[src/hdl/dmf_pkg.sv]
// ----------------------------------------------------------------------------
// dmf_pkg
// Shared constants, types and register codes of the 3x3 depth median filter.
// ----------------------------------------------------------------------------
package dmf_pkg;

	localparam int MAX_WIDTH  = 512;
	localparam int MAX_HEIGHT = 1024;
	localparam int DEPTH_BITS = 16;
	localparam int MIN_DIM    = 3;

	// raster counters: the row counter also covers the two tail rows
	localparam int COL_W = $clog2(MAX_WIDTH);
	localparam int ROW_W = $clog2(MAX_HEIGHT + 2);

	// register and field widths
	localparam int FW_W       = 10;
	localparam int FH_W       = 11;
	localparam int OROW_W     = 10;
	localparam int OCOL_W     = 9;
	localparam int CFG_IDX_W  = 1;
	localparam int CFG_DATA_W = 11;

	localparam logic [FW_W-1:0] FW_RESET = FW_W'(512);
	localparam logic [FH_W-1:0] FH_RESET = FH_W'(424);

	// line ram word: upper row in the high half, middle row in the low half
	localparam int LINE_W = 2 * DEPTH_BITS;

	localparam int WIN_N   = 9;
	localparam int WIN_MID = 4;

	localparam int QDEPTH = 4;
	localparam int QPTR_W = $clog2(QDEPTH);

	// output tdata layout
	localparam int OUT_DEPTH_LSB = 0;
	localparam int OUT_ROW_LSB   = OUT_DEPTH_LSB + DEPTH_BITS;
	localparam int OUT_COL_LSB   = OUT_ROW_LSB + OROW_W;
	localparam int OUT_USED_W    = OUT_COL_LSB + OCOL_W;
	localparam int OUT_TDATA_W   = ((OUT_USED_W + 7) / 8) * 8;
	localparam int IN_TDATA_W    = ((DEPTH_BITS + 7) / 8) * 8;

	typedef enum logic [CFG_IDX_W-1:0] {
		REG_FRAME_WIDTH  = 1'b0,
		REG_FRAME_HEIGHT = 1'b1
	} cfg_reg_t;

	typedef logic [DEPTH_BITS-1:0] pix_t;
	typedef pix_t [WIN_N-1:0] win_t;

	// one classified pixel waiting for the median unit
	typedef struct packed {
		win_t              win;
		logic              border;
		logic [OROW_W-1:0] row;
		logic [OCOL_W-1:0] col;
		logic              last;
	} job_t;

	typedef struct packed {
		logic push;
		job_t job;
	} push_t;

	typedef struct packed {
		logic avail;
		job_t job;
	} head_t;

endpackage

[src/hdl/dmf_queue.sv]
// ----------------------------------------------------------------------------
// dmf_queue
// Short job queue between the classifying front and the median back end.
// ----------------------------------------------------------------------------
module dmf_queue (
	input  logic           clk,
	input  logic           arst_n,
	input  dmf_pkg::push_t push,
	output logic           full,
	input  logic           pop,
	output dmf_pkg::head_t head
);
	import dmf_pkg::*;

	job_t              mem_q [QDEPTH];
	logic [QPTR_W-1:0] wr_ptr_q;
	logic [QPTR_W-1:0] rd_ptr_q;
	logic [QPTR_W:0]   count_q;
	logic              do_pop;

	assign full       = (count_q == (QPTR_W+1)'(QDEPTH));
	assign head.avail = (count_q != '0);
	assign head.job   = mem_q[rd_ptr_q];
	assign do_pop     = pop && head.avail;

	always_ff @(posedge clk) begin
		if (push.push) begin
			mem_q[wr_ptr_q] <= push.job;
		end
	end

	always_ff @(posedge clk or negedge arst_n) begin
		if (!arst_n) begin
			wr_ptr_q <= '0;
			rd_ptr_q <= '0;
			count_q  <= '0;
		end else begin
			if (push.push) begin
				wr_ptr_q <= wr_ptr_q + QPTR_W'(1);
			end
			if (do_pop) begin
				rd_ptr_q <= rd_ptr_q + QPTR_W'(1);
			end
			if (push.push && !do_pop) begin
				count_q <= count_q + (QPTR_W+1)'(1);
			end else if (!push.push && do_pop) begin
				count_q <= count_q - (QPTR_W+1)'(1);
			end
		end
	end

endmodule

[config.mk]
export PLATFORM = sky130hd
export DESIGN_NAME = dmf_queue
export DESIGN_NICKNAME = d
export VERILOG_FILES = /design/src/hdl/dmf_pkg.sv /design/src/hdl/dmf_queue.sv
export SDC_FILE = /design/constraint.sdc
export NUM_CORES = 1
export LEC_CHECK = 0
export ABC_AREA = 0
export ABC_CLOCK_PERIOD_IN_PS = 9750
export BUFFER_PORTS_ARGS = -buffer_cell sky130_fd_sc_hd__buf_2
export CORE_MARGIN = 4
export CORE_UTILIZATION = 61
export DETAILED_ROUTE_END_ITERATION = 12
export PLACE_DENSITY = 0.95
export SLEW_MARGIN = 10
export SYNTH_ARGS = -nofsm -noshare
export SYNTH_HDL_FRONTEND = slang
export SYNTH_SLANG_ARGS = --single-unit
[constraint.sdc]
create_clock -name clk -period 9.75 [get_ports clk]
set_input_delay 0.4875 -clock clk [delete_from_list [all_inputs] [get_ports clk]]
set_output_delay 0.4875 -clock clk [all_outputs]
set_load 0.02 [all_outputs]
---- Word-level counts from Yosys, hierarchy flattened ----
Memory sizes are Yosys's and may differ from the RTL's.
Index checks and enable logic that the tools add are counted.
cells by class
  add/subtract/negate cells ............... 4
  eq/ne operators ......................... 1
  mux-type cells .......................... 4
  reductions and logical operators ........ 7
operator list
  operator                                                             number
  3-bit two-way mux                                                    2
  2-bit by 1-bit adder with 2-bit output (second input constant)       2
  3-bit by 1-bit adder with 3-bit output (second input constant)       1
  3-bit == test (second input constant)                                1
  1-bit logical AND                                                    3
  3-bit nonzero test                                                   1
  3-bit by 1-bit subtractor with 3-bit output (second input constant)  1
  1-bit zero test                                                      2
  1-bit two-way mux                                                    2
  2-bit nonzero test                                                   1
word-level totals
  register bits after elaboration ......... 7
  memory bits (writable) .................. 660
  bits of input ports ..................... 169
  output and inout port bits .............. 167
  logic and storage cells ................. 20
  memories kept ........................... 1
memories
  name   words  width  rd ports  clocked after Yosys merged registers in  write ports  line             RTL
  mem_q  4      165    1         0                                        1            dmf_queue.sv:15  job_t mem_q [QDEPTH];

---- Depth between registers and ports, before layout ----
  word-level depth ........................ 5
  mapped depth ............................ 8
  depth with buffers taken out ............ 8

---- Worst setup path after synthesis ----
OpenSTA, ideal clock, no wires.
  kind .................................... reg2reg
  from .................................... register wr_ptr_q[0]
  to ...................................... memory mem_q[2][0] in the netlist's numbering, enable pin
  library setup time ...................... 545 ps
  arrival ................................. 4381 ps
  required time ........................... 9205 ps
  setup slack ............................. 4824 ps
  stages on the path, launching flop included .. 4
  path buffers ............................ 0
  period minus slack after synthesis ...... 4926 ps
  path through ............................ dfrtp_1 inv_1 ha_1 and2_1
RTL lines
  element                   line             RTL
  start: declaration        dmf_queue.sv:16  logic [QPTR_W-1:0] wr_ptr_q;
  start signal: assignment  dmf_queue.sv:39  wr_ptr_q <= wr_ptr_q + QPTR_W'(1);
  end: declaration          dmf_queue.sv:15
Straight into the memory's write port.

==> results.toml <==
[worst_setup_path]
max_stage_delay_ns = 0.89
cp-end-kind = "output port"
r2r_cells = 4
cp-startpoint = "rd_ptr_q[0]"
crit_type = "reg2out"
critPathArrivalTime_ns = 4.02
cp_slowest_cell = "dfrtp_4"
crit_buf_inv = 3
reg2reg_to = "rd_ptr_q[1]"
worstSetupStartpointType = "flop"
crit_end = "head[6]"
crit_path_frequent_cell = "buf_4"
crit_cells = 4
crit_chain = "buf_4, buf_4, mux4_2, buf_2"
reg2reg_slack_ns = 6.63
reg2reg_from = "rd_ptr_q[0]"
crit_fanout = 46
worst_ep_required_time_ns = 9.26
crit_family = "buffers and inverters"

[finish]
drive_gt1_frac = 0.465
layout.cells.non_filler = 1855
area_growth_pct = 18.0
final_area_mm2 = 0.0286
final_util = 0.734
nets = 1451
fillers = 2104

[die]
die_area_mm2 = 0.0430
die_y_um = 207
coreArea_mm2 = 0.0389
num_io_pins = 336
start_util = 0.622
dieWidth_um = 207
std_cell_rows = 72

[power]
power_uw = 9300
internal_power_uw = 6340
p_per_area_mw_per_mm2 = 325
seqPwrFrac = 0.429
worst_ir_drop_vdd_uv = 208
combPwrFrac = 0.297
p_sw_uw = 2960
p_leak_uw = 0.00975
p_clk_frac = 0.274
p_sw_frac = 0.318

[route]
drc = 0
firstDrtPassIters = 5
wirelength_um = 52900
via_count = 11200
final_antenna_net_count = 0
viasPerCell = 6.01
wire_per_inst_um = 28.5
initialDrtViolationCount = 1108

[timing]
final.setup.tns_ns = 0
period_share = 0.462
post-route-min-period_ns = 4.51
max_freq_ghz = 0.222
rsz0062_at_grt = "no"
slew_violations = 0
tightest_slew_ns = 0.996
maxSlewHeadroom = 0.336
setup-violations-final = 0
fin_skew_ns = 0.0180
finalHoldViolations = 0

[clock_network]
ctsResizeCount = 0
ctsHtreeMaxLevel = 3
clock_path_buffers = 3
clock-sinks = 667
cts-buffers-inserted = 66
cts_tree = "built"
clock_latency_ns = 0.59
clkTransAtPathRegs_ns = 0.07
cts-root-buf = "clkbuf_16"

[grt]
grt_overflow_total = 0
track_usage = 0.250
grt_max_degree = 68
grt_first_pass_wirelength_um = 79700
antenna_found_initial = 13
grt_pass1_vias = 12100

[min_path]
hp-class = "in2reg"

[synthesis]
synth_largest_area_cell = "edfxtp_1"
synth_fp_nets = 1071
synth.avg_cell_area_um2 = 27.0
synth-seq-cells = 667
syn_inst = 896
synth.area.top_cells = "edfxtp_1, mux4_2, dfrtp_1"
seq_area_frac_synth = 0.826
yosysUniqueCellTypes = 22
yosysWarnings = 0
netlist_area_mm2 = 0.0242
synth.top_cell.area_share = 0.818

[placement]
dp_cells = 1725
io_buffer_count = 335
hpwl_um = 30200
place_area_mm2 = 0.0264
gp_congestion = 0.746

[job]
maxCapViolations = 0

[run_status]
status = "complete, no violations"
per-layer routing:
layer,vias up,wire (um),track usage
li1,4673,-,-
met1,5797,18900,0.321
met2,565,27900,0.419
met3,108,4210,0.0644
met4,8,1830,0.0980
met5,-,59,0
how the worst min path moves through the flow:
stage	depth (start not counted)	endpoint	slack, ns	startpoint
6_report	1	mem_q[0][109]	0.11	push[109]
3_5_place_dp	1	wr_ptr_q[0]	0.33	arst_n
5_1_grt	1	mem_q[0][40]	0.10	push[40]
2_1_floorplan	0	count_q[0]	0.19	arst_n
4_1_cts	1	mem_q[3][6]	0.09	push[6]
3_3_place_gp	1	wr_ptr_q[0]	0.33	arst_n
cells by family after synthesis:
family	after synthesis	synth area share
flip-flops	667	0.826
multiplexers	166	0.154
buffers and inverters	40	0.0123
AND/OR/NAND/NOR	10	0.00227
XOR/XNOR	6	0.00217
adder cells (fa/ha/maj)	6	0.00341
AO/OA/AOI/OAI	1	0.000206
placed cells by master, fill, tap and decap left out, types with 2 or more instances in the layout:
cell,count
clkbuf_16,69
clkinv_1,11
clkbuf_8,2
inv_1,3
clkbuf_1,12
mux4_2,165
edfxtp_1,660
and2_4,4
inv_6,3
buf_4,13
ha_1,5
nand2_1,2
dfrtp_4,2
buf_2,335
xnor2_1,3
bufinv_16,7
clkinvlp_4,4
dfrtp_1,5
xor2_1,3
clkinv_2,11
diode_2,9
worst register-to-register path: cells and delay by family, from the launching register on:
family,cells,cell delay (ns)
xor gates and xnor gates,1,0.17
buffers and inverters,2,1.73
and+or+nand+nor,1,0.19
DFF,1,0.89
per-stage QoR:
step,setup WS (ns),hold WS (ns)
3_3_place_gp,5.64,0.333
3_5_place_dp,5.68,0.332
6_report,5.24,0.114
5_1_grt,4.80,0.101
2_1_floorplan,4.82,0.192
4_1_cts,5.01,0.0858
synthesized netlist by cell type:
cell type and n:
edfxtp_1 660, mux4_2 165, buf_2 17, buf_6 15
dfrtp_1 7, ha_1 5, and2_1 4, inv_1 3
xnor2_1 3, xor2_1 3, clkbuf_1 2, nand2_1 2
buf_1 1, buf_4 1, buf_8 1, fa_1 1
mux2_2 1, nand3_1 1, nor2_1 1, nor3b_1 1
o21ai_0 1, or3_1 1
what timing repair did:
| item | 4_1_cts | 5_1_grt |
|---|---|---|
| hold buffers | 1 | 0 |
| setup buffers | 0 | 0 |
| endpoints found under the hold margin | 7 | 0 |
power by group through the flow:
stage | clock network (uW) | registers (uW) | logic (uW)
floorplan | 0 | 3970 | 2020
global placement | 0 | 3980 | 2720
detailed placement | 0 | 4030 | 2770
CTS | 2580 | 4000 | 2810
global route | 2710 | 4030 | 2920
finish | 2540 | 3990 | 2760
sequential cells by signal, summed over array words and instances, names as in the netlist:
register and count:
rd_ptr_q 2, mem_q 660, count_q 3, wr_ptr_q 2
layout make-up:
cell class	count	area [um2]	share of cell area
antenna	9	22.5	0.000788
clock buffer	83	1800	0.0630
clock inverter	37	372	0.0130
inverter	3	11.3	0.000394
multi-input combinational	189	3930	0.138
sequential	667	20000	0.700
tap	518	648	0.0227
timing repair buffer	349	1780	0.0624
Power figures use the tool's default switching activity.
