**src/hdl/dmf_pkg.sv**
```systemverilog
// ----------------------------------------------------------------------------
// dmf_pkg
// Shared constants, types and register codes of the 3x3 depth median filter.
// ----------------------------------------------------------------------------
package dmf_pkg;

	localparam int MAX_WIDTH  = 512;
	localparam int MAX_HEIGHT = 1024;
	localparam int DEPTH_BITS = 16;
	localparam int MIN_DIM    = 3;

	// raster counters: the row counter also covers the two tail rows
	localparam int COL_W = $clog2(MAX_WIDTH);
	localparam int ROW_W = $clog2(MAX_HEIGHT + 2);

	// register and field widths
	localparam int FW_W       = 10;
	localparam int FH_W       = 11;
	localparam int OROW_W     = 10;
	localparam int OCOL_W     = 9;
	localparam int CFG_IDX_W  = 1;
	localparam int CFG_DATA_W = 11;

	localparam logic [FW_W-1:0] FW_RESET = FW_W'(512);
	localparam logic [FH_W-1:0] FH_RESET = FH_W'(424);

	// line ram word: upper row in the high half, middle row in the low half
	localparam int LINE_W = 2 * DEPTH_BITS;

	localparam int WIN_N   = 9;
	localparam int WIN_MID = 4;

	localparam int QDEPTH = 4;
	localparam int QPTR_W = $clog2(QDEPTH);

	// output tdata layout
	localparam int OUT_DEPTH_LSB = 0;
	localparam int OUT_ROW_LSB   = OUT_DEPTH_LSB + DEPTH_BITS;
	localparam int OUT_COL_LSB   = OUT_ROW_LSB + OROW_W;
	localparam int OUT_USED_W    = OUT_COL_LSB + OCOL_W;
	localparam int OUT_TDATA_W   = ((OUT_USED_W + 7) / 8) * 8;
	localparam int IN_TDATA_W    = ((DEPTH_BITS + 7) / 8) * 8;

	typedef enum logic [CFG_IDX_W-1:0] {
		REG_FRAME_WIDTH  = 1'b0,
		REG_FRAME_HEIGHT = 1'b1
	} cfg_reg_t;

	typedef logic [DEPTH_BITS-1:0] pix_t;
	typedef pix_t [WIN_N-1:0] win_t;

	// one classified pixel waiting for the median unit
	typedef struct packed {
		win_t              win;
		logic              border;
		logic [OROW_W-1:0] row;
		logic [OCOL_W-1:0] col;
		logic              last;
	} job_t;

	typedef struct packed {
		logic push;
		job_t job;
	} push_t;

	typedef struct packed {
		logic avail;
		job_t job;
	} head_t;

endpackage

```
**src/hdl/dmf_back.sv**
```systemverilog
// ----------------------------------------------------------------------------
// dmf_back
// Pipelined nine-input median network with border bypass and output register.
// ----------------------------------------------------------------------------
module dmf_back (
	input  logic                         clk,
	input  logic                         arst_n,
	input  dmf_pkg::head_t               head,
	output logic                         pop,
	output logic                         out_valid,
	input  logic                         out_ready,
	output dmf_pkg::pix_t                out_depth,
	output logic [dmf_pkg::OROW_W-1:0]   out_row,
	output logic [dmf_pkg::OCOL_W-1:0]   out_col,
	output logic                         out_last
);
	import dmf_pkg::*;

	typedef logic [$clog2(WIN_N)-1:0] widx_t;

	typedef struct packed {
		logic              border;
		pix_t              center;
		logic [OROW_W-1:0] row;
		logic [OCOL_W-1:0] col;
		logic              last;
	} meta_t;

	// compare-exchange: smaller value to index a
	function automatic win_t cas(input win_t w, input widx_t a, input widx_t b);
		win_t r;
		r = w;
		if (w[a] > w[b]) begin
			r[a] = w[b];
			r[b] = w[a];
		end
		return r;
	endfunction

	logic  vld_s1, vld_s2, vld_s3;
	logic  rdy1, rdy2, rdy3, rdy4;
	win_t  win_s1, win_s2, win_s3;
	meta_t meta_s1, meta_s2, meta_s3;
	meta_t meta_in;
	win_t  net1, net2, net3, net4;

	assign rdy4 = !out_valid || out_ready;
	assign rdy3 = !vld_s3 || rdy4;
	assign rdy2 = !vld_s2 || rdy3;
	assign rdy1 = !vld_s1 || rdy2;
	assign pop  = head.avail && rdy1;

	always_comb begin
		meta_in.border = head.job.border;
		meta_in.center = head.job.win[WIN_MID];
		meta_in.row    = head.job.row;
		meta_in.col    = head.job.col;
		meta_in.last   = head.job.last;

		net1 = head.job.win;
		net1 = cas(net1, 4'd1, 4'd2);
		net1 = cas(net1, 4'd4, 4'd5);
		net1 = cas(net1, 4'd7, 4'd8);
		net1 = cas(net1, 4'd0, 4'd1);
		net1 = cas(net1, 4'd3, 4'd4);
		net1 = cas(net1, 4'd6, 4'd7);

		net2 = win_s1;
		net2 = cas(net2, 4'd1, 4'd2);
		net2 = cas(net2, 4'd4, 4'd5);
		net2 = cas(net2, 4'd7, 4'd8);
		net2 = cas(net2, 4'd0, 4'd3);
		net2 = cas(net2, 4'd5, 4'd8);
		net2 = cas(net2, 4'd4, 4'd7);

		net3 = win_s2;
		net3 = cas(net3, 4'd3, 4'd6);
		net3 = cas(net3, 4'd1, 4'd4);
		net3 = cas(net3, 4'd2, 4'd5);
		net3 = cas(net3, 4'd4, 4'd7);

		net4 = win_s3;
		net4 = cas(net4, 4'd4, 4'd2);
		net4 = cas(net4, 4'd6, 4'd4);
		net4 = cas(net4, 4'd4, 4'd2);
	end

	always_ff @(posedge clk or negedge arst_n) begin
		if (!arst_n) begin
			vld_s1    <= 1'b0;
			vld_s2    <= 1'b0;
			vld_s3    <= 1'b0;
			out_valid <= 1'b0;
		end else begin
			if (rdy1) vld_s1 <= pop;
			if (rdy2) vld_s2 <= vld_s1;
			if (rdy3) vld_s3 <= vld_s2;
			if (rdy4) out_valid <= vld_s3;
		end
	end

	always_ff @(posedge clk) begin
		if (rdy1) begin
			win_s1  <= net1;
			meta_s1 <= meta_in;
		end
		if (rdy2) begin
			win_s2  <= net2;
			meta_s2 <= meta_s1;
		end
		if (rdy3) begin
			win_s3  <= net3;
			meta_s3 <= meta_s2;
		end
		if (rdy4) begin
			out_depth <= meta_s3.border ? meta_s3.center : net4[WIN_MID];
			out_row   <= meta_s3.row;
			out_col   <= meta_s3.col;
			out_last  <= meta_s3.last;
		end
	end

endmodule

```
**config.mk**
```make
export PLATFORM = sky130hd
export DESIGN_NAME = dmf_back
export DESIGN_NICKNAME = d
export VERILOG_FILES = /design/src/hdl/dmf_pkg.sv /design/src/hdl/dmf_back.sv
export SDC_FILE = /design/constraint.sdc
export NUM_CORES = 1
export LEC_CHECK = 0
export ABC_AREA = 1
export BUFFER_PORTS_ARGS = -buffer_cell sky130_fd_sc_hd__buf_4
export CORE_MARGIN = 10
export CORE_UTILIZATION = 60
export CTS_CLUSTER_SIZE = 24
export DETAILED_ROUTE_END_ITERATION = 8
export PLACE_DENSITY_LB_ADDON = 0.3
export SLEW_MARGIN = 20
export SYNTH_ARGS = -nofsm -noshare
export SYNTH_HDL_FRONTEND = slang
export SYNTH_SLANG_ARGS = --single-unit
```
**constraint.sdc**
```tcl
create_clock -name clk -period 13.1 [get_ports clk]
set_clock_uncertainty 0.1 [all_clocks]
set_input_delay 0.655 -clock clk [delete_from_list [all_inputs] [get_ports clk]]
set_output_delay 0.655 -clock clk [all_outputs]
set_load 0.05 [all_outputs]
```
# ---- After elaboration in Yosys (flattened, before gate mapping)
# Cells that the tools add are included.
# W data, S select, Z words.
dict set report op_classes {
  order_cmp 19
  n_reduce_logical 9
  mux 22
}
# cell n
set op_table {}
lappend op_table {{$gt A16 B16 Y1} 19}
lappend op_table {{$mux W32} 9}
lappend op_table {{$mux W16} 13}
lappend op_table {{$logic_not A1 Y1} 4}
lappend op_table {{$logic_or A1 B1 Y1} 4}
lappend op_table {{$logic_and A1 B1 Y1} 1}
dict set report word_totals {
  output_inout_bits 38
  reg_bits 455
  input_bits 169
  word_cells 92
}

# ---- Longest topological paths before layout
# Gate-level depths: netlist of run 1.
dict set report logic_depth {
  word_depth 7
  mapped_depth 45
}

# ---- Least setup slack after synthesis of run 1
# No wires, ideal clock.
dict set report synth_path {
  kind {register to register}
  start {reg out_valid}
  end {reg meta_s1[0] in the netlist's numbering (enable)}
  arrival_ps 10073
  period_less_slack_ps 10706
  path_stages_with_launch 10
  required_ps 12467
  setup_slack_ps 2394
  cell_sequence {dfrtp_1 > inv_1 > nor2_1 > inv_1 > nor2_1 > inv_1 > nor2_1 > inv_1 > nor2_1 > inv_1}
}
dict set report synth_via {
  elab_chain_cells 5
}
# item line
set synth_rtl {}
lappend synth_rtl {{from (decl)} dmf_back.sv:10} ;# output logic out_valid,
lappend synth_rtl {{from (signal assigned)} dmf_back.sv:98} ;# if (rdy4) out_valid <= vld_s3;
lappend synth_rtl {{$logic_not A1 Y1} dmf_back.sv:47} ;# assign rdy4 = !out_valid || out_ready;
lappend synth_rtl {{$logic_or A1 B1 Y1} dmf_back.sv:47}
lappend synth_rtl {{net rdy4} dmf_back.sv:41} ;# logic rdy1, rdy2, rdy3, rdy4;
lappend synth_rtl {{$logic_or A1 B1 Y1} dmf_back.sv:48} ;# assign rdy3 = !vld_s3 || rdy4;
lappend synth_rtl {{net rdy3} dmf_back.sv:41}
lappend synth_rtl {{$logic_or A1 B1 Y1} dmf_back.sv:49} ;# assign rdy2 = !vld_s2 || rdy3;
lappend synth_rtl {{net rdy2} dmf_back.sv:41}
lappend synth_rtl {{$logic_or A1 B1 Y1} dmf_back.sv:50} ;# assign rdy1 = !vld_s1 || rdy2;
lappend synth_rtl {{to (signal assigned)} dmf_back.sv:105} ;# meta_s1 <= meta_in;
lappend synth_rtl {{to (decl)} dmf_back.sv:43} ;# meta_t meta_s1, meta_s2, meta_s3;
# The timed path passes the listed nets, and every way through them passes these cells.
# A chain may end at the register's enable or synchronous reset.

# ---- Worst setup path after layout of run 1
dict set report layout_path {
  start {reg win_s3[74] in the netlist's numbering}
  end {reg out_depth[3], data pin}
}
dict set report layout_via {
  elab_chain_cells 7
}
# item line
set layout_rtl {}
lappend layout_rtl {{from (decl)} dmf_back.sv:42} ;# win_t win_s1, win_s2, win_s3;
lappend layout_rtl {{from (signal assigned)} dmf_back.sv:112} ;# win_s3 <= net3;
lappend layout_rtl {{$gt A16 B16 Y1} dmf_back.sv:33} ;# if (w[a] > w[b]) begin
lappend layout_rtl {{$mux W16} dmf_back.sv:33}
lappend layout_rtl {{$gt A16 B16 Y1} dmf_back.sv:33}
lappend layout_rtl {{$mux W16} dmf_back.sv:33}
lappend layout_rtl {{$gt A16 B16 Y1} dmf_back.sv:33}
lappend layout_rtl {{$mux W16 (*)} dmf_back.sv:33}
lappend layout_rtl {{$mux W16 (*)} dmf_back.sv:116} ;# out_depth <= meta_s3.border ? meta_s3.center : net4[WIN_MID];
lappend layout_rtl {{to (signal assigned)} dmf_back.sv:116}
lappend layout_rtl {{to (decl)} dmf_back.sv:12} ;# output dmf_pkg::pix_t out_depth,
# Every way passes the cells marked *; elsewhere a longest branch is shown, timed or not.

==> summary.md, run 1 <==
| Metric | Value |
|---|---|
| Starting Density | 61.0% |
| Netlist cell types | 46 |
| Router iterations before antenna repair | 6 |
| Vias per cell | 5.74 |
| Peak supply drop | 0.246 mV |
| Worst min-delay path category | in2reg |
| Placed Area | 28400 um2 |
| Crit path DAT | 6860 ps |
| Boundary pin count | 207 |
| Worst path slowest cell | nand4_2 |
| Final hold vios | 0 |
| Register bit count reported by yosys | between 400 and 500 |
| Fin crit share | 50.7% |
| Syn Nets | 3239 |
| Top post-synthesis cells by area | edfxtp_1, ha_1, nand2_1, o21ai_0, inv_1 |
| Crit path launch | win_s3[74]$_DFFE_PP_ |
| Layout cell share with drive strength beyond 1 | a little over a tenth |
| Total global routing overflow | 0 |
| Max Cap Viol | 0 |
| Synth cell count leaders | nand2_1, edfxtp_1, o21ai_0, inv_1, ha_1 |
| Root buffer cell | clkbuf_16 |
| Core Util, Final | 69.2% |
| Startpoint Class | flop |
| Max incr delay on CP | 470 ps |
| Yosys top cell by area | edfxtp_1 |
| Sequential element share of the synthesized area | between 50% and 60% |
| Cts hold-fix bufs | 1 |
| Die area | 52800 um2 |
| Clock sinks | 455 |
| Fill count | 3336 |
| Post-CTS sizing | 0 |
| Drt wl/cell | a little over 20 um |
| Most frequent cell on the critical path | nand2_1 |
| Asr flop ratio synth | 0.879% |
| CP endpoint kind | flop |
| # diodes | 0 |
| Cts bufs inserted | between 40 and 50 |
| Worst-margin pin slew | 1050 ps |
| First-pass GRT wire length | 112000 um |
| PD cells | ~280 nW/um2 |
| Die height | 230 um |
| CP Class | reg2reg |
| Post-route cell area | roughly 30000 um2 |
| Postcts setup bufs | 0 |
| Tmin final | around 6600 ps |
| Pins over their slew limit | 0 |
| Clk slew on worst S/H paths | 60 ps |
| Clk_lat worst skew | between 500 and 600 ps |
| Hold Path Origin | head[19] |
| Max Fanout on Critical Path | 64 |
| Count leader, synth | nand2_1 |
| Place WS | 6520 ps |
| GR Util All Layers | 27.4% |
| Rows | 76 |
| YS warnings | 0 |
| Nets | approximately 3400 |
| CTS Buffer Depth | 3 |
| Synth Cell Area | 26400 um2 |
| Initial antenna violation count | 2 |
| Req. time, crit path | between 10000 and 15000 ps |
| Die W | 230 um |
| ANT nets after route | 0 |
| Total power | 8.49 mW |
| Max Fclk | 151 MHz |
| Syn Area/Cell | 9.54 um2 |
| Number of flops mapped to enable cells by yosys | 451 |
| DR vias | just over 20000 |
| Relative slew margins | 29.4% |
| Synthesized instance count | 2767 |
| Ys flop type | edfxtp_1 |
| Final worst slack | about 6500 ps |
| Largest net degree at the start of global routing | ~110 |
| Setup TNS | 0 ps |
| PortBufs | 206 |
| Status | finished clean |
| Critical R2R Launch | win_s3[74]$_DFFE_PP_ |
| RSZ-0062 raised after global routing | no |
| TritonCTS clock tree | built |
| Top cell type's share of synthesized area | 51.3% |
| DP HPWL | 58700 um |
| H-tree depth | 2 |
| Pleak | roughly 14 nW |
| Area grow syn2layout | 13.4% |
| Detailed Route Iter0 Violations | 2091 |
| Post-Route WL | 73700 um |
| Vias in the first global route | roughly 20000 |
| Drc violations | 0 |
| Core Area | 43300 um2 |
| Final GP Congestion | 0.998 |
| Final setup vio count | 0 |
worst max-delay path, delay by kind of cell (launching register included):
kind | cells | cell delay, ps
simple gates | 15 | 2760
compound gates | 7 | 1620
fa+ha+maj | 3 | 870
buf+inv | 3 | 580
flops | 1 | 430
worst paths after layout:
kind                                          end  slack [ps]  cells past startpoint
setup / recovery           out_depth[3]$_DFFE_PP_        6460                     28
hold / removal              meta_s1[19]$_DFFE_PN_         140                      1
setup reg to reg           out_depth[3]$_DFFE_PP_        6460                     28
hold reg to reg             win_s2[110]$_DFFE_PP_         310                      0
max in group asynchronous      vld_s1$_DFFE_PN0N_       12490                      2
min in group asynchronous   out_valid$_DFFE_PN0P_         310                      2
kinds of logic (layout without fill, tap and decap cells):
| kind of cell | Yosys count | after routing | share of synthesized area, % |
|---|---|---|---|
| adders and majority gates | 303 | 303 | 14.4 |
| buffers and inverters | 451 | 665 | 6.56 |
| DFF | 455 | 455 | 51.7 |
| AOI/OAI and AO/OA | 647 | 647 | 13.2 |
| and+or+nand+nor | 911 | 911 | 14.2 |
per-stage QoR:
step                      hold WS [ps]  instances
after floorplan                    259       2767
after global placement             300       3477
after CTS                          119       3566
final                              143       3566
after global routing               123       3566
after detailed placement           305       3477
per-layer routing:
layer / track usage (%) / vias up / share of wire [%]
met5: 0 / - / 0.015
met4: 12.6 / 2 / 4.7
met3: 4.52 / 134 / 7.4
met2: 45.0 / 758 / 47
met1: 35.0 / 9609 / 40
li1: - / 9955 / -
flip-flops by register name (all words and copies together), names as in the netlist:
name / cells
out_depth: 16
vld_s3: 1
net2: 16
meta_s1: 37
meta_s3: 37
win_s2: 112
vld_s1: 1
vld_s2: 1
meta_s2: 37
out_col: 9
out_row: 10
win_s3: 48
out_valid: 1
win_s1: 128
out_last: 1
report_power, final:
part / switching, mW / internal (mW)
Clock: 0.553 / 0.753
Sequential: 0.310 / 2.31
Combinational: 3.11 / 1.45
final cells by class:
class / count / area, um2 / share of cell area (%)
timing repair buffer: 221 / 1660 / 5.55
inverter: 356 / 1350 / 4.50
clock inverter: 33 / 289 / 0.966
tap: 585 / 732 / 2.45
clock buffer: 55 / 1230 / 4.10
multi-input combinational: 1861 / 11000 / 36.8
sequential: 455 / 13600 / 45.6
cells in the final DEF (no fill, tap or decap), types with 17 or more instances in the layout:
cell	synthesis	final
a21oi_1	192	192
nand2_1	608	608
ha_1	303	303
inv_1	356	353
clkbuf_16	0	48
o21ai_0	367	366
edfxtp_1	451	451
nand3_1	76	76
nand4_1	34	34
o21ai_1	16	17
buf_4	1	220
nor2_1	145	145
(Power assumes the default switching activity.)
==> inputs of run 2 (changes only) <==
Settings changed: ABC_AREA 1 to 0, CORE_UTILIZATION 60 to 55.
Clock period 13.1 ns to 5.7 ns, I/O delays scaled along.
==> summary.md, run 2 <==
| Metric | Value |
|---|---|
| Status | complete, but fails checks |
| Failing checks | negative setup slack |
| Biggest register | win_s1 |
| Clk_lat worst skew | between 600 and 700 ps |
| CP Class | reg2reg |
| Compound-Gate Fraction of Synth Area | roughly 7.7% |
| Core Util, Final | between 70 and 80% |
| Final GP Congestion | 0.924 |
| Clk slew on worst S/H paths | 60 ps |
| Post-Synth Simple-Gate Area | 5.74% |
| Top cell type's share of synthesized area | 50.7% |
| Top post-synthesis cells by area | edfxtp_1, ha_1, mux2_2, mux2i_1, inv_1 |
| Relative slew margins | a little under 30% |
| Max reg flops | 128 |
| Clock sinks | 455 |
| Layout cell share with drive strength beyond 1 | around 28% |
| Core Area | ~48000 um2 |
| Drt wl/cell | 22.3 um |
| Drc violations | 0 |
| Largest net degree at the start of global routing | between 150 and 200 |
| Boundary pin count | between 200 and 250 |
| Max Fclk | 159 MHz |
| Die W | 240 um |
| Synth Cell Area | 26700 um2 |
| Count leader, synth | edfxtp_1 |
| Final worst slack | -572 ps |
| First-pass GRT wire length | 109000 um |
| Post-synthesis xor/xnor area fraction | 0% |
| Max Cap Viol | 0 |
| Commonest cells after routing, fill and taps aside | edfxtp_1, buf_4, inv_1, ha_1, mux2_2 |
| DP HPWL | 53800 um |
| CTS Buffer Depth | 3 |
| Asr flop ratio synth | 0.879% |
| TritonCTS clock tree | built |
| Register bit count reported by yosys | between 400 and 500 |
| YS warnings | 0 |
| Peak supply drop | 0.712 mV |
| Crit path DAT | 6530 ps |
| Pleak | 14.8 nW |
| PD cells | 613 nW/um2 |
| DP Cell Count | 3016 |
| Mux cell area share after synthesis | 16.3% |
| Top Registers | win_s1: 128 flops, win_s2: 112 flops, win_s3: 48 flops |
| Total power | between 20 and 25 mW |
| Most frequent cell on the critical path | a21o_1 |
| Number of flops mapped to enable cells by yosys | approximately 450 |
| Worst path slowest cell | or3_4 |
| Final setup vio count | 16 |
| Syn Area/Cell | 12.5 um2 |
| Starting Density | 55.8% |
| GR Util All Layers | about 25% |
| Synthesized instance count | about 2100 |
| Final hold vios | 0 |
| Sequential element share of the synthesized area | 51.1% |
| Synth cell count leaders | edfxtp_1, ha_1, inv_1, mux2_2, mux2i_1 |
| Cts bufs inserted | 48 |
| Worst min-delay path category | in2reg |
| Nets | 3095 |
| RSZ-0062 raised after global routing | yes |
| CP endpoint kind | flop |
| Netlist cell types | 45 |
| Final hold slack | between 15 and 20 ps |
| Startpoint Class | flop |
| PortBufs | 206 |
| Largest family of logic cells by synthesized area | multiplexers |
| Tmin final | 6270 ps |
| Root buffer cell | clkbuf_16 |
| Die height | 240 um |
| Syn Nets | 2613 |
| Fin crit share | 110% |
| Worst-margin pin slew | 1070 ps |
| DR vias | 18907 |
| Req. time, crit path | 5960 ps |
| Die area | 57800 um2 |
| Vias per cell | 5.77 |
| Total global routing overflow | 0 |
| Rows | 80 |
| Pins over their slew limit | 0 |
| ANT nets after route | 0 |
| Post-Route WL | 73100 um |
| Synthesized-area fraction occupied by adder cells | between 10% and 20% |
| Commonest non-fill, non-tap cell in the layout | edfxtp_1 |
| Ys flop type | edfxtp_1 |
| Area grow syn2layout | 25.8% |
| Vias in the first global route | 19475 |
| Yosys top cell by area | edfxtp_1 |
| Detailed Route Iter0 Violations | 1459 |
| Max incr delay on CP | 390 ps |
| Final non-filler cell total | 3277 |
| H-tree depth | 2 |
| Initial antenna violation count | 3 |
| Router iterations before antenna repair | 6 |
| Max Fanout on Critical Path | 11 |
## run 2: power by group
group,switching (mW),internal [mW],leakage [nW]
Clock,1.35,1.80,0.765
Combinational,5.87,5.75,9.37
Sequential,0.755,5.06,4.69
Total,7.97,12.6,14.8
## run 2: logic make-up after synthesis
| logic type | count (synthesis) |
|---|---|
| mux | 403 |
| fa+ha+maj | 303 |
| simple gates | 300 |
| flops | 455 |
| compound gates | 329 |
| buf+inv | 351 |
## run 2: final timing paths
path / end / slack [ps] / cells past startpoint / startpoint
min in group asynchronous: vld_s3$_DFFE_PN0P_ / 510 / 3 / arst_n
setup reg to reg: out_depth[6]$_DFFE_PP_ / -570 / 28 / win_s3[47]$_DFFE_PP_
max in group asynchronous: out_valid$_DFFE_PN0P_ / 4790 / 3 / arst_n
hold / removal: win_s1[39]$_DFFE_PN_ / 20 / 3 / head[60]
hold reg to reg: meta_s3[22]$_DFFE_PP_ / 290 / 0 / meta_s2[22]$_DFFE_PP_
setup / recovery: out_depth[6]$_DFFE_PP_ / -570 / 28 / win_s3[47]$_DFFE_PP_
## run 2: cell type report
cell class	count	area, um2
Fill cell	3130	14200
Sequential cell	455	13600
Multi-Input combinational cell	1336	12300
Timing Repair Buffer	487	4170
Clock buffer	56	1230
Inverter	295	1110
Tap cell	615	769
Clock inverter	32	372
Antenna cell	1	2.50
## run 2: what timing repair did
item | in CTS | in global routing
endpoints found under the setup margin | 16 | 16
hold endpoints to repair | 186 | 0
hold buffers | 146 | 0
buffers inserted | 14 | 12
pin swaps | 18 | 27
resized for setup | 35 | 50
cloned | 1 | 1
## run 2: metrics by stage
stage / setup slack, ps / area [um2] / TNS, ps
CTS: -259 / 33200 / -3680
global route: -736 / 33600 / -11320
detailed placement: -682 / 29800 / -10140
finish: -572 / 33600 / -8470
global placement: -488 / 29800 / -7410
floorplan: -2640 / 26800 / -444550
## run 2: worst max-delay path: cells and delay by family, from the launching register on
kind	cells	cell delay [ps]
AOI/OAI and AO/OA	10	1940
adders and majority gates	3	800
buffers and inverters	5	660
DFF	1	380
muxes	2	530
and+or+nand+nor	8	1630
## run 2: layer usage
layer  track usage, %  vias up  part of all wire [%]
li1                 -     8908                     -
met1             31.5     9146                    41
met2             42.1      689                    49
met3             3.08      164                   6.0
met4             9.47        0                   4.0
met5                0        -                     0
